[src/hdl/tlssni_pkg.sv]
// Shared types and constants for the TLS ClientHello SNI extractor.
// Used by the parser and the top level; depends on nothing.

package tlssni_pkg;

    // Longest host name that is copied out; longer names are cut.
    localparam int NAME_MAX_BYTES = 255;
    // Number of low bits of the segment length that are kept.
    localparam int LENGTH_BITS = 16;

    localparam logic [7:0]  CT_HANDSHAKE    = 8'h16;
    localparam logic [7:0]  HS_CLIENT_HELLO = 8'h01;
    localparam logic [15:0] EXT_SERVER_NAME = 16'h0000;
    localparam logic [7:0]  NAME_TYPE_HOST  = 8'h00;

    // Record header (5) + handshake header (4) + version (2) + random (32).
    localparam int HELLO_BODY_POS = 9 + 2 + 32;
    localparam logic [15:0] RANDOM_SKIP = 16'(HELLO_BODY_POS - 9);

    // Result item kinds.
    localparam logic ITEM_NAME    = 1'b0;
    localparam logic ITEM_VERDICT = 1'b1;

    typedef enum logic [3:0] {
        PH_IDLE,
        PH_HDR,
        PH_RAND,
        PH_SID,
        PH_SIDSKIP,
        PH_CSL,
        PH_CSSKIP,
        PH_CML,
        PH_CMSKIP,
        PH_EXL,
        PH_EXH,
        PH_EXSKIP,
        PH_SN,
        PH_NAME
    } t_phase;

    typedef struct packed {
        logic       item_kind;
        logic [7:0] name_byte;
        logic       found;
        logic [7:0] name_length;
    } t_result;

    // Up to two results caused by one accepted byte, in delivery order.
    typedef struct packed {
        logic    valid0;
        logic    valid1;
        t_result slot0;
        t_result slot1;
    } t_push;

endpackage

[src/hdl/tlssni_if.sv]
// Valid/ready channel interfaces for the payload bytes and the result items.
// Stand-alone; the payload widths follow the field definitions of the extractor.

interface tlssni_in_if;
    logic        valid;
    logic        ready;
    logic [7:0]  data_byte;
    logic        first_flag;
    logic [15:0] segment_length;

    modport source (output valid, output data_byte, output first_flag,
                    output segment_length, input ready);
    modport sink (input valid, input data_byte, input first_flag,
                  input segment_length, output ready);
endinterface

interface tlssni_out_if;
    logic       valid;
    logic       ready;
    logic       item_kind;
    logic [7:0] name_byte;
    logic       found;
    logic [7:0] name_length;

    modport source (output valid, output item_kind, output name_byte,
                    output found, output name_length, input ready);
    modport sink (input valid, input item_kind, input name_byte,
                  input found, input name_length, output ready);
endinterface

[src/hdl/tlssni_parser.sv]
// ClientHello parse state and the per-byte next-state and result logic.
// Depends on tlssni_pkg for the phase type, result structs and protocol constants.

module tlssni_parser (
    input  logic                i_clk,
    input  logic                i_rst_n,
    input  logic                i_accept,
    input  logic [7:0]          i_data_byte,
    input  logic                i_first_flag,
    input  logic [15:0]         i_segment_length,
    output tlssni_pkg::t_push   o_push
);

    localparam int LB = tlssni_pkg::LENGTH_BITS;

    tlssni_pkg::t_phase r_phase, n_phase;
    logic [16:0]   r_pos, n_pos;
    logic [LB-1:0] r_slen, n_slen;
    logic [23:0]   r_acc, n_acc;
    logic [24:0]   r_hs_end, n_hs_end;
    logic [17:0]   r_exts_end, n_exts_end;
    logic [17:0]   r_ext_end, n_ext_end;
    logic [15:0]   r_skip, n_skip;
    logic [15:0]   r_nrem, n_nrem;
    logic [7:0]    r_copied, n_copied;

    // Working copy of the state, restarted at the segment start when a first byte arrives.
    tlssni_pkg::t_phase w_phase;
    logic [16:0]   w_pos;
    logic [LB-1:0] w_slen;
    logic [23:0]   w_acc;
    logic [15:0]   w_skip;
    logic [15:0]   w_nrem;
    logic [7:0]    w_copied;

    logic               cut;
    logic [17:0]        next_pos;
    logic [16:0]        slen17;
    logic [23:0]        shifted;
    logic [15:0]        v16;
    logic [15:0]        skip_dec;
    logic [24:0]        hs_sum;
    logic [17:0]        end_sum;
    logic [15:0]        emit;
    logic [7:0]         cnt_inc;
    logic [15:0]        nrem_dec;
    logic               fail;
    logic               done;
    logic [7:0]         done_len;
    logic               name_out;
    logic               do_fin;
    tlssni_pkg::t_phase fin_ph;
    logic               do_head;
    logic [17:0]        head_end;
    logic               verdict;
    tlssni_pkg::t_result res_cut, res_name, res_proc;

    always_ff @(posedge i_clk) begin
        if (!i_rst_n) begin
            r_phase    <= tlssni_pkg::PH_IDLE;
            r_pos      <= '0;
            r_slen     <= '0;
            r_acc      <= '0;
            r_hs_end   <= '0;
            r_exts_end <= '0;
            r_ext_end  <= '0;
            r_skip     <= '0;
            r_nrem     <= '0;
            r_copied   <= '0;
        end else if (i_accept) begin
            r_phase    <= n_phase;
            r_pos      <= n_pos;
            r_slen     <= n_slen;
            r_acc      <= n_acc;
            r_hs_end   <= n_hs_end;
            r_exts_end <= n_exts_end;
            r_ext_end  <= n_ext_end;
            r_skip     <= n_skip;
            r_nrem     <= n_nrem;
            r_copied   <= n_copied;
        end
    end

    always_comb begin
        // A first byte closes an unfinished segment and restarts the walk.
        cut = i_first_flag && (r_phase != tlssni_pkg::PH_IDLE);
        if (i_first_flag) begin
            w_phase  = tlssni_pkg::PH_HDR;
            w_pos    = '0;
            w_slen   = i_segment_length[LB-1:0];
            w_acc    = '0;
            w_skip   = '0;
            w_nrem   = '0;
            w_copied = '0;
        end else begin
            w_phase  = r_phase;
            w_pos    = r_pos;
            w_slen   = r_slen;
            w_acc    = r_acc;
            w_skip   = r_skip;
            w_nrem   = r_nrem;
            w_copied = r_copied;
        end

        n_phase    = w_phase;
        n_pos      = w_pos;
        n_slen     = w_slen;
        n_acc      = w_acc;
        n_hs_end   = r_hs_end;
        n_exts_end = r_exts_end;
        n_ext_end  = r_ext_end;
        n_skip     = w_skip;
        n_nrem     = w_nrem;
        n_copied   = w_copied;

        next_pos = {1'b0, w_pos} + 18'd1;
        slen17   = 17'(w_slen);
        shifted  = {w_acc[15:0], i_data_byte};
        v16      = shifted[15:0];
        skip_dec = (w_skip != 16'd0) ? w_skip - 16'd1 : w_skip;
        hs_sum   = 25'd9 + 25'(shifted);
        end_sum  = next_pos + 18'(v16);
        emit     = (v16 < 16'(tlssni_pkg::NAME_MAX_BYTES)) ? v16
                                                           : 16'(tlssni_pkg::NAME_MAX_BYTES);
        cnt_inc  = (w_copied != 8'hFF) ? w_copied + 8'd1 : w_copied;
        nrem_dec = (w_nrem != 16'd0) ? w_nrem - 16'd1 : w_nrem;

        fail     = 1'b0;
        done     = 1'b0;
        done_len = '0;
        name_out = 1'b0;
        do_fin   = 1'b0;
        fin_ph   = w_phase;
        do_head  = 1'b0;
        head_end = r_exts_end;

        case (w_phase)
            tlssni_pkg::PH_HDR: begin
                if (w_pos == 17'd0) begin
                    if (slen17 < 17'd5 || i_data_byte != tlssni_pkg::CT_HANDSHAKE) begin
                        fail = 1'b1;
                    end
                end else if (w_pos inside {17'd3, 17'd6}) begin
                    n_acc = {16'd0, i_data_byte};
                end else if (w_pos == 17'd4) begin
                    if ((17'd5 + 17'({w_acc[7:0], i_data_byte})) > slen17
                        || slen17 < 17'd9) begin
                        fail = 1'b1;
                    end
                end else if (w_pos == 17'd5) begin
                    if (i_data_byte != tlssni_pkg::HS_CLIENT_HELLO) begin
                        fail = 1'b1;
                    end
                end else if (w_pos == 17'd7) begin
                    n_acc = shifted;
                end else if (w_pos == 17'd8) begin
                    n_acc    = shifted;
                    n_hs_end = hs_sum;
                    if (hs_sum > 25'(w_slen)
                        || 25'(tlssni_pkg::HELLO_BODY_POS + 1) > hs_sum) begin
                        fail = 1'b1;
                    end else begin
                        n_phase = tlssni_pkg::PH_RAND;
                        n_skip  = tlssni_pkg::RANDOM_SKIP;
                    end
                end
            end
            tlssni_pkg::PH_RAND, tlssni_pkg::PH_SIDSKIP, tlssni_pkg::PH_CSSKIP,
            tlssni_pkg::PH_CMSKIP, tlssni_pkg::PH_EXSKIP: begin
                n_skip = skip_dec;
                if (skip_dec == 16'd0) begin
                    do_fin = 1'b1;
                    fin_ph = w_phase;
                end
            end
            tlssni_pkg::PH_SID, tlssni_pkg::PH_CSL, tlssni_pkg::PH_CML,
            tlssni_pkg::PH_EXL, tlssni_pkg::PH_EXH, tlssni_pkg::PH_SN: begin
                n_acc  = shifted;
                n_skip = skip_dec;
                // The extension type is parked in the name counter while its length arrives.
                if (w_phase == tlssni_pkg::PH_EXH && skip_dec == 16'd2) begin
                    n_nrem = v16;
                    n_acc  = '0;
                end
                if (skip_dec == 16'd0) begin
                    case (w_phase)
                        tlssni_pkg::PH_SID: begin
                            if (25'(next_pos) + 25'(v16) + 25'd2 > r_hs_end) begin
                                fail = 1'b1;
                            end else if (v16 == 16'd0) begin
                                do_fin = 1'b1;
                                fin_ph = tlssni_pkg::PH_SIDSKIP;
                            end else begin
                                n_phase = tlssni_pkg::PH_SIDSKIP;
                                n_skip  = v16;
                            end
                        end
                        tlssni_pkg::PH_CSL: begin
                            if (25'(next_pos) + 25'(v16) + 25'd1 > r_hs_end) begin
                                fail = 1'b1;
                            end else if (v16 == 16'd0) begin
                                do_fin = 1'b1;
                                fin_ph = tlssni_pkg::PH_CSSKIP;
                            end else begin
                                n_phase = tlssni_pkg::PH_CSSKIP;
                                n_skip  = v16;
                            end
                        end
                        tlssni_pkg::PH_CML: begin
                            if (25'(next_pos) + 25'(v16) + 25'd2 > r_hs_end) begin
                                fail = 1'b1;
                            end else if (v16 == 16'd0) begin
                                do_fin = 1'b1;
                                fin_ph = tlssni_pkg::PH_CMSKIP;
                            end else begin
                                n_phase = tlssni_pkg::PH_CMSKIP;
                                n_skip  = v16;
                            end
                        end
                        tlssni_pkg::PH_EXL: begin
                            n_exts_end = end_sum;
                            if (25'(end_sum) > r_hs_end) begin
                                fail = 1'b1;
                            end else begin
                                do_head  = 1'b1;
                                head_end = end_sum;
                            end
                        end
                        tlssni_pkg::PH_EXH: begin
                            if (end_sum > r_exts_end) begin
                                fail = 1'b1;
                            end else if (w_nrem == tlssni_pkg::EXT_SERVER_NAME) begin
                                if (v16 < 16'd6) begin
                                    fail = 1'b1;
                                end else begin
                                    n_ext_end = end_sum;
                                    n_phase   = tlssni_pkg::PH_SN;
                                    n_skip    = 16'd5;
                                    n_acc     = '0;
                                end
                            end else if (v16 == 16'd0) begin
                                do_fin = 1'b1;
                                fin_ph = tlssni_pkg::PH_EXSKIP;
                            end else begin
                                n_phase = tlssni_pkg::PH_EXSKIP;
                                n_skip  = v16;
                            end
                        end
                        default: begin
                            // Server name list header: list length, name type, name length.
                            if (shifted[23:16] != tlssni_pkg::NAME_TYPE_HOST
                                || end_sum > r_ext_end) begin
                                fail = 1'b1;
                            end else begin
                                n_copied = '0;
                                if (emit == 16'd0) begin
                                    done = 1'b1;
                                end else begin
                                    n_nrem  = emit;
                                    n_phase = tlssni_pkg::PH_NAME;
                                end
                            end
                        end
                    endcase
                end
            end
            tlssni_pkg::PH_NAME: begin
                name_out = 1'b1;
                n_copied = cnt_inc;
                n_nrem   = nrem_dec;
                if (nrem_dec == 16'd0) begin
                    done     = 1'b1;
                    done_len = cnt_inc;
                end
            end
            default: begin
            end
        endcase

        if (do_fin) begin
            case (fin_ph)
                tlssni_pkg::PH_RAND: begin
                    n_phase = tlssni_pkg::PH_SID;
                    n_skip  = 16'd1;
                    n_acc   = '0;
                end
                tlssni_pkg::PH_SIDSKIP: begin
                    n_phase = tlssni_pkg::PH_CSL;
                    n_skip  = 16'd2;
                    n_acc   = '0;
                end
                tlssni_pkg::PH_CSSKIP: begin
                    n_phase = tlssni_pkg::PH_CML;
                    n_skip  = 16'd1;
                    n_acc   = '0;
                end
                tlssni_pkg::PH_CMSKIP: begin
                    n_phase = tlssni_pkg::PH_EXL;
                    n_skip  = 16'd2;
                    n_acc   = '0;
                end
                default: begin
                    do_head = 1'b1;
                end
            endcase
        end

        // Another extension header must fit inside the extension list.
        if (do_head) begin
            if (19'(next_pos) + 19'd4 > 19'(head_end)) begin
                fail = 1'b1;
            end else begin
                n_phase = tlssni_pkg::PH_EXH;
                n_skip  = 16'd4;
                n_acc   = '0;
            end
        end

        verdict = fail || done;
        if (verdict) begin
            n_phase = tlssni_pkg::PH_IDLE;
        end
        if (n_phase != tlssni_pkg::PH_IDLE) begin
            n_pos = w_pos + 17'd1;
        end

        res_cut.item_kind   = tlssni_pkg::ITEM_VERDICT;
        res_cut.name_byte   = '0;
        res_cut.found       = 1'b0;
        res_cut.name_length = '0;

        res_name.item_kind   = tlssni_pkg::ITEM_NAME;
        res_name.name_byte   = i_data_byte;
        res_name.found       = 1'b0;
        res_name.name_length = '0;

        res_proc.item_kind   = tlssni_pkg::ITEM_VERDICT;
        res_proc.name_byte   = '0;
        res_proc.found       = done;
        res_proc.name_length = done ? done_len : 8'd0;

        o_push.valid0 = i_accept && (cut || name_out || verdict);
        o_push.valid1 = i_accept && (cut || name_out) && verdict;
        o_push.slot0  = cut ? res_cut : (name_out ? res_name : res_proc);
        o_push.slot1  = res_proc;
    end

endmodule

[src/hdl/tls_client_hello_sni_extractor.sv]
// Top level of the TLS ClientHello SNI extractor: channel handshakes and result queue.
// Depends on tlssni_pkg, tlssni_in_if / tlssni_out_if and tlssni_parser.
//
// The block takes one TCP payload byte per transaction on i_byte_ch. A transaction with
// first_flag set starts a new segment and samples segment_length. The block walks the TLS
// record and ClientHello headers and the extension list, and in the first server_name
// extension it sends each host name byte (cut to NAME_MAX_BYTES) as one transaction on
// o_result_ch, followed by a verdict transaction. Malformed, fragmented or non-SNI input
// gives a single not-found verdict on the byte that decides it; a segment cut short by a
// new first byte gets its not-found verdict before the new byte's own result.
// A byte is parsed in the cycle it is accepted and its results are written into a
// four-entry result queue that drives o_result_ch. One byte is accepted every cycle while
// the queue has room; a byte can cause two results, so the throughput then depends on the
// sink taking one result per cycle. The input is ready
// whenever the queue holds two results or fewer, so a stalled sink backs up the input
// once three or four results wait. Reset (synchronous, active low) empties the queue and
// returns the parser to idle; bytes that arrive before the first first_flag are ignored.

module tls_client_hello_sni_extractor (
    input  logic              i_clk,
    input  logic              i_rst_n,
    tlssni_in_if.sink         i_byte_ch,
    tlssni_out_if.source      o_result_ch
);

    localparam int FIFO_DEPTH = 4;
    localparam int PTR_W      = $clog2(FIFO_DEPTH);

    tlssni_pkg::t_push   push;
    tlssni_pkg::t_result r_fifo [FIFO_DEPTH];
    tlssni_pkg::t_result head;
    logic [PTR_W-1:0]    r_wr_ptr, n_wr_ptr;
    logic [PTR_W-1:0]    r_rd_ptr, n_rd_ptr;
    logic [PTR_W:0]      r_count, n_count;
    logic [PTR_W-1:0]    wr_ptr1;
    logic                in_accept;
    logic                out_pop;

    // Room for the worst case of two results per byte.
    assign i_byte_ch.ready = i_rst_n && (r_count <= (PTR_W + 1)'(FIFO_DEPTH - 2));
    assign in_accept       = i_byte_ch.valid && i_byte_ch.ready;

    tlssni_parser u_parser (
        .i_clk            (i_clk),
        .i_rst_n          (i_rst_n),
        .i_accept         (in_accept),
        .i_data_byte      (i_byte_ch.data_byte),
        .i_first_flag     (i_byte_ch.first_flag),
        .i_segment_length (i_byte_ch.segment_length),
        .o_push           (push)
    );

    // Result queue: up to two writes and one read per cycle.
    assign wr_ptr1 = r_wr_ptr + PTR_W'(1);
    assign out_pop = o_result_ch.valid && o_result_ch.ready;

    always_comb begin
        n_wr_ptr = r_wr_ptr + PTR_W'(push.valid0) + PTR_W'(push.valid1);
        n_rd_ptr = r_rd_ptr + PTR_W'(out_pop);
        n_count  = r_count + (PTR_W + 1)'(push.valid0) + (PTR_W + 1)'(push.valid1)
                   - (PTR_W + 1)'(out_pop);
    end

    always_ff @(posedge i_clk) begin
        if (push.valid0) begin
            r_fifo[r_wr_ptr] <= push.slot0;
        end
        if (push.valid1) begin
            r_fifo[wr_ptr1] <= push.slot1;
        end
    end

    always_ff @(posedge i_clk) begin
        if (!i_rst_n) begin
            r_wr_ptr <= '0;
            r_rd_ptr <= '0;
            r_count  <= '0;
        end else begin
            r_wr_ptr <= n_wr_ptr;
            r_rd_ptr <= n_rd_ptr;
            r_count  <= n_count;
        end
    end

    assign head                    = r_fifo[r_rd_ptr];
    assign o_result_ch.valid       = (r_count != '0);
    assign o_result_ch.item_kind   = head.item_kind;
    assign o_result_ch.name_byte   = head.name_byte;
    assign o_result_ch.found       = head.found;
    assign o_result_ch.name_length = head.name_length;

    // The queue never holds more than its depth.
    assert property (@(posedge i_clk) disable iff (!i_rst_n)
        r_count <= (PTR_W + 1)'(FIFO_DEPTH))
        else $error("result queue overflow");

    // A second result from one byte is always a verdict and never comes alone.
    assert property (@(posedge i_clk) disable iff (!i_rst_n)
        push.valid1 |-> (push.valid0 && push.slot1.item_kind == tlssni_pkg::ITEM_VERDICT))
        else $error("second result of a byte is not a verdict");

    // A delivered result with nothing new written shrinks the queue by one.
    assert property (@(posedge i_clk) disable iff (!i_rst_n)
        (out_pop && !push.valid0) |=> (r_count == $past(r_count) - (PTR_W + 1)'(1)))
        else $error("result queue count mismatch");

endmodule
[src/flat_wrapper.sv]
// flat-port wrapper written by rule: the top's interface ports become plain ports
module tls_client_hello_sni_extractor_flat 
  (i_clk, i_rst_n, i_byte_ch_valid, i_byte_ch_data_byte, i_byte_ch_first_flag, i_byte_ch_segment_length, i_byte_ch_ready, o_result_ch_valid, o_result_ch_item_kind, o_result_ch_name_byte, o_result_ch_found, o_result_ch_name_length, o_result_ch_ready);
  tlssni_in_if i_byte_ch_i ();
  tlssni_out_if o_result_ch_i ();
  input  logic i_clk;
  input  logic i_rst_n;
  input wire logic [$bits(i_byte_ch_i.valid)-1:0] i_byte_ch_valid;
  input wire logic [$bits(i_byte_ch_i.data_byte)-1:0] i_byte_ch_data_byte;
  input wire logic [$bits(i_byte_ch_i.first_flag)-1:0] i_byte_ch_first_flag;
  input wire logic [$bits(i_byte_ch_i.segment_length)-1:0] i_byte_ch_segment_length;
  output wire logic [$bits(i_byte_ch_i.ready)-1:0] i_byte_ch_ready;
  output wire logic [$bits(o_result_ch_i.valid)-1:0] o_result_ch_valid;
  output wire logic [$bits(o_result_ch_i.item_kind)-1:0] o_result_ch_item_kind;
  output wire logic [$bits(o_result_ch_i.name_byte)-1:0] o_result_ch_name_byte;
  output wire logic [$bits(o_result_ch_i.found)-1:0] o_result_ch_found;
  output wire logic [$bits(o_result_ch_i.name_length)-1:0] o_result_ch_name_length;
  input wire logic [$bits(o_result_ch_i.ready)-1:0] o_result_ch_ready;
  assign i_byte_ch_i.valid = i_byte_ch_valid;
  assign i_byte_ch_i.data_byte = i_byte_ch_data_byte;
  assign i_byte_ch_i.first_flag = i_byte_ch_first_flag;
  assign i_byte_ch_i.segment_length = i_byte_ch_segment_length;
  assign i_byte_ch_ready = i_byte_ch_i.ready;
  assign o_result_ch_valid = o_result_ch_i.valid;
  assign o_result_ch_item_kind = o_result_ch_i.item_kind;
  assign o_result_ch_name_byte = o_result_ch_i.name_byte;
  assign o_result_ch_found = o_result_ch_i.found;
  assign o_result_ch_name_length = o_result_ch_i.name_length;
  assign o_result_ch_i.ready = o_result_ch_ready;
  tls_client_hello_sni_extractor u_core (.i_clk(i_clk), .i_rst_n(i_rst_n), .i_byte_ch(i_byte_ch_i), .o_result_ch(o_result_ch_i));
endmodule
[config.mk]
export PLATFORM = sky130hd
export DESIGN_NAME = tls_client_hello_sni_extractor_flat
export DESIGN_NICKNAME = d
export VERILOG_FILES = /design/src/hdl/tlssni_pkg.sv /design/src/hdl/tlssni_if.sv /design/src/hdl/tlssni_parser.sv /design/src/hdl/tls_client_hello_sni_extractor.sv /design/src/flat_wrapper.sv
export SDC_FILE = /design/constraint.sdc
export NUM_CORES = 1
export LEC_CHECK = 0
export ABC_AREA = 1
export BUFFER_PORTS_ARGS = -buffer_cell sky130_fd_sc_hd__buf_2
export CORE_MARGIN = 2
export CORE_UTILIZATION = 40
export DETAILED_ROUTE_END_ITERATION = 10
export PLACE_DENSITY_LB_ADDON = 0.1
export SLEW_MARGIN = 25
export SYNTH_ARGS = -nofsm -noshare
export SYNTH_HDL_FRONTEND = slang
export SYNTH_SLANG_ARGS = --single-unit
[constraint.sdc]
create_clock -name i_clk -period 12.1 [get_ports i_clk]
set_input_delay 0.605 -clock i_clk [delete_from_list [all_inputs] [get_ports i_clk]]
set_output_delay 0.605 -clock i_clk [all_outputs]
set_load 0.01 [all_outputs]
# Word-level counts from Yosys, hierarchy flattened
# Memory sizes are Yosys's and may differ from the RTL's. A register that Yosys moved wholly into a read port is not among the register bits.
# Cells that the tools add are included.
# totals
word_cells	275
inputBits	29
reg_bits	169
ram_bits	72
mem_count	1
# memory_table
name	depth	width	rd	rd_clocked_by_memory_dff	wr	line	rtl
u_core.r_fifo	4	18	1	1	2	tls_client_hello_sni_extractor.sv:30	tlssni_pkg::t_result r_fifo [FIFO_DEPTH];
# classes
magnitude_cmp	14
n_mux	156
add_sub_neg	19
eq_ne	27
n_bitwise	7
n_reduce_logical	38
# op_table
cell	n
$mux 16	28
$mux 24	17
$mux 4	36
$mux 18	6
$pmux 16 s3	2
$logic_not 16->1	5
$eq 17x3->1 const B	4
$mux 8	8
$pmux 16 s2	2
$pmux 24 s2	1
$mux 1	43
$gt 18x18->1	2
$mux 17	2
$lt 16x3->1 const B	2
$pmux 4 s4	2
$reduce_bool 16->1	2
$sub 16x1->16 const B	2
$eq 4x4->1 const B	7
$add 25x1->25 const B	1
$add 4x24->25 const A	1
$gt 18x25->1	1
$gt 20x25->1	1
$gt 25x16->1	1
$gt 25x25->1	1
other kinds (49)	84

# Longest topological paths before layout
# logic_depth
ltp_word	20
ltp_mapped	59
mapped_depth_nobuf	55

# Hierarchy
# From an unflattened synthesis, not the netlist that was laid out.
# hier_totals
cells_unflattened	3266
area_unflattened_um2	21859.7
# by_module_without_submodules
module	seq_area_each_um2	area_per_inst_um2	cells_each	n_inst
tlssni_parser	3083.0	17560.6	2821	1
tls_client_hello_sni_extractor	2302.2	4299.1	445	1

# Worst setup path after synthesis
# No wires, ideal clock.
# synth_path
path_type	input to register
startpoint	in i_byte_ch_first_flag
endpoint	reg u_core.r_count[2]
required_ns	11.972
setup_time_ns	0.128
path_buffers	7
stages	55
arrival_ns	9.130
path_slack_ns	2.842
path_cell_list	buf_4 buf_6 clkbuf_1 buf_1 buf_1 nor2_1 ha_1 nand2_1 nor2_1 nand2_1 nor2_1 inv_1 nor3_1 nand2_1 xor2_1 inv_1 ha_1 inv_1 (+19 left out) ha_1 nand2_1 nor2_1 nand3_1 o2111ai_1 a21oi_1 nand3b_1 a32o_1 a21oi_2 o21ai_1 nor2_4 inv_1 ha_1 inv_1 fa_1 fa_1 xor2_1 nor2_1
# synth_between
word_cells_on_any_way	143
# synth_rtl
element	line	rtl
start: declaration	flat_wrapper.sv:10	input wire logic [$bits(i_byte_ch_i.first_flag)-1:0] i_byte_ch_first_flag;
$mux 17	tlssni_parser.sv:87	if (i_first_flag) begin
$add 17x1->18	tlssni_parser.sv:116	next_pos = {1'b0, w_pos} + 18'd1;
$add 18x16->18 *	tlssni_parser.sv:122	end_sum = next_pos + 18'(v16);
net u_core.u_parser.end_sum[15]	tlssni_parser.sv:43	logic [17:0] end_sum;
branches (longest 10 deep; another with $gt 18x25->1)	-	
$logic_or 1x1->1 *	tlssni_parser.sv:319	verdict = fail || done;
$logic_or 1x1->1	tlssni_parser.sv:342	o_push.valid0 = i_accept && (cut || name_out || verdict);
$logic_and 1x1->1	tlssni_parser.sv:342	
$add 3x1->3	tls_client_hello_sni_extractor.sv:60	n_count = r_count + (PTR_W + 1)'(push.valid0) + (PTR_W + 1)'(push.valid1)
$add 3x1->3 *	tls_client_hello_sni_extractor.sv:60	
$sub 3x1->3 *	tls_client_hello_sni_extractor.sv:61	- (PTR_W + 1)'(out_pop);
end signal: assignment	tls_client_hello_sni_extractor.sv:81	r_count <= n_count;
end: declaration	tls_client_hello_sni_extractor.sv:34	logic [PTR_W:0] r_count, n_count;
# Mark *: on every way through the listed nets, which the timed path passes.
# A chain may end at the register's enable or synchronous reset.

# Worst setup path after layout
# Same ends and word-level chain as after synthesis.

==> impl_metrics.tcl <==
set metrics [dict create \
    drt_iter0_markers 1840 \
    num-nets-final 3499 \
    drive_gt1_frac 0.0809 \
    r2r-end "u_core.r_count[2]$_SDFF_PN0_" \
    grt_overflow 0 \
    skew_ns 0.0142 \
    avgViaCountPerCell 5.65 \
    max_stage_delay_ns 0.50 \
    p_total_w 0.00392 \
    hold_viol 0 \
    drcViolationCount 0 \
    ys_ff_latch 233 \
    synth_cells 3296 \
    grt_pass1_wl_mm 125 \
    maxCapViolations 0 \
    start_util 0.402 \
    port_buffers 48 \
    critPathMostFrequentCell "nand2_1" \
    pre_cts_slack_ns 1.44 \
    core_mm2 0.0522 \
    final_cell_mix "nand2_1, inv_1, nor2_1, o21ai_0, a21oi_1" \
    cts_tree "built" \
    final_max_slew_viol_count 0 \
    worstReg2RegStart "u_core.u_parser.r_pos[0]$_SDFFE_PN0P_" \
    drt-total-wl_mm 82.8 \
    cts_resized 0 \
    die-height_um 233 \
    start_kind "input port" \
    r2r.worst_path.cells 49 \
    cp-end-kind "register" \
    peakVddDrop_mv 0.110 \
    die_area_mm2 0.0544 \
    synth_warnings 0 \
    postCtsSetupRepairBufs 0 \
    ys_seq_area_frac 0.239 \
    rsz0062_at_grt "no" \
    hp-start "u_core.u_parser.r_nrem[12]$_SDFFE_PN0P_" \
    final_common_cell "nand2_1" \
    post_drt_wl_per_cell_um 20.7 \
    multi_input_area_mm2 0.0139 \
    io_pins 49 \
    grt_max_degree 83 \
    syn_area_mm2 0.0210 \
    ant_nets 0 \
    track_usage 0.298 \
    dp_cells 3943 \
    status "finished, final reports clean" \
    clock_insertion_delay_worst_skew_ns 0.62 \
    async_flop_share 0 \
    synth_cell_type_count 66 \
    powerDensity_mw_per_mm2 172 \
    rrSetupSlack_ns 2.48 \
    min_to "u_core.u_parser.r_nrem[12]$_SDFFE_PN0P_" \
    cts_root_buf "clkbuf_16" \
    worst_slack_ns 2.30 \
    cp_max_fo 38 \
    n_fill_cell 5551 \
    fmax_mhz 102 \
    whs_ns 0.452 \
    place_hpwl_mm 63.3 \
    min_period_over_period 0.810 \
    hold_buffers 0 \
    synth_ff_type "dfxtp_1" \
    synthToLayoutAreaGrowth_pct 8.58 \
    h-tree-depth 1 \
    synth_edf_count 36 \
    worst_pin_slew_ns 1.03 \
    critical_path.slowest_cell "nor2_1" \
    firstDrtPassIters 6 \
    min_period_ns 9.80 \
    path_clk_slew_ns 0.07 \
    rows 84 \
    vias 22600 \
    die_w_um 233 \
    clockBufferDepth 3 \
    cp_data_required_time_ns 12.58 \
    setup_violations 0 \
    syn_area_per_cell_um2 6.38 \
    power.leakage_nw 10.6 \
    cts_buffers 31 \
    gp_congestion 1.00 \
    crit_type "input port to register" \
    clkSinkCount 233 \
    hold_depth 2 \
    finalSetupTns_ns 0 \
    hold_class "register to register" \
    seq_area_mm2 0.00502 \
    slew_headroom 0.308 \
    first_global_vias 20900 \
    stdcell_count 4002 \
    arrival_ns 10.28 \
    antenna_found_initial 3 \
]
## state kept, by name, indices dropped and copies added, names as in the netlist
register / cells
u_core.u_parser.r_slen: 16
u_core.u_parser.r_ext_end: 18
u_core.u_parser.r_hs_end: 25
u_core.u_parser.r_nrem: 16
u_core.r_wr_ptr: 2
u_core.u_parser.r_pos: 17
u_core.u_parser.r_skip: 16
u_core.u_parser.r_phase: 4
u_core.u_parser.r_copied: 8
u_core.r_fifo: 72
u_core.r_count: 3
u_core.u_parser.r_exts_end: 18
u_core.u_parser.r_acc: 16
u_core.r_rd_ptr: 2
## critical path, delay by kind of cell
kind / cells / cell delay [ns]
buffers and inverters: 7 / 1.05
AOI/OAI and AO/OA: 6 / 1.00
xor gates and xnor gates: 3 / 0.87
and+or+nand+nor: 26 / 4.31
adders and majority gates: 7 / 2.40
## synthesized netlist by cell type (15+ instances only)
master / n / area (µm²)
ha_1: 178 / 2230
inv_1: 384 / 1440
dfxtp_1: 197 / 3940
nand3_1: 248 / 1240
nor4_1: 16 / 100
clkinv_1: 15 / 56.3
nor2_2: 17 / 106
o22ai_1: 29 / 181
clkbuf_1: 84 / 315
o211ai_1: 42 / 315
nor2_1: 369 / 1390
nor3_1: 39 / 195
nand2_1: 721 / 2710
a31oi_1: 17 / 106
inv_2: 19 / 71.3
edfxtp_1: 36 / 1080
nand4_1: 48 / 300
xor2_1: 79 / 692
a21oi_1: 255 / 1280
or2_2: 19 / 119
o221ai_1: 26 / 228
nand2_2: 33 / 206
o21ai_0: 260 / 1300
## logic make-up after synthesis
kind of cell / Yosys count / synth area share
compound gates: 705 / 0.190
xor+xnor: 88 / 0.0374
fa+ha+maj: 182 / 0.110
buf+inv: 537 / 0.101
flops: 233 / 0.239
mux: 2 / 0.000953
other cells: 1 / 0.000178
simple gates: 1548 / 0.321
## stage by stage
step / cell area (µm²) / util
finish: 22800 / 0.437
global route: 22800 / 0.437
detailed placement: 21800 / 0.417
CTS: 22800 / 0.437
floorplan: 21000 / -
global placement: 21800 / 0.417
## routing by layer
metal,vias up,wire length [µm],GRT usage
li1,11000,-,-
met1,10600,35800,0.393
met2,811,37900,0.492
met3,161,6220,0.0509
met4,0,2960,0.0985
met5,-,0,0
## worst max path at each step
stage                         startpoint                            to  slack (ns)  cells past startpoint
global route        i_byte_ch_first_flag  u_core.r_count[2]$_SDFF_PN0_        1.53                     49
finish              i_byte_ch_first_flag  u_core.r_count[2]$_SDFF_PN0_        2.30                     49
CTS                 i_byte_ch_first_flag  u_core.r_count[2]$_SDFF_PN0_        2.06                     49
floorplan           i_byte_ch_first_flag  u_core.r_count[2]$_SDFF_PN0_        2.84                     55
global placement    i_byte_ch_first_flag  u_core.r_count[2]$_SDFF_PN0_        1.77                     49
detailed placement  i_byte_ch_first_flag  u_core.r_count[2]$_SDFF_PN0_        1.44                     49
## layout make-up
cell class | instances | share of cell area
Inverter | 419 | 0.0690
Antenna cell | 1 | 0.000110
Clock buffer | 36 | 0.0361
Multi-Input combinational cell | 2527 | 0.609
Timing Repair Buffer | 76 | 0.0197
Tap cell | 688 | 0.0377
Sequential cell | 233 | 0.220
Clock inverter | 22 | 0.00855
## report_power, final
part / switching, W / internal [W]
Combinational: 0.00143 / 0.000631
Sequential: 0.0000564 / 0.000867
Clock: 0.000402 / 0.000533
Total: 0.00189 / 0.00203
No activity file was read; power rests on OpenSTA's default activity.
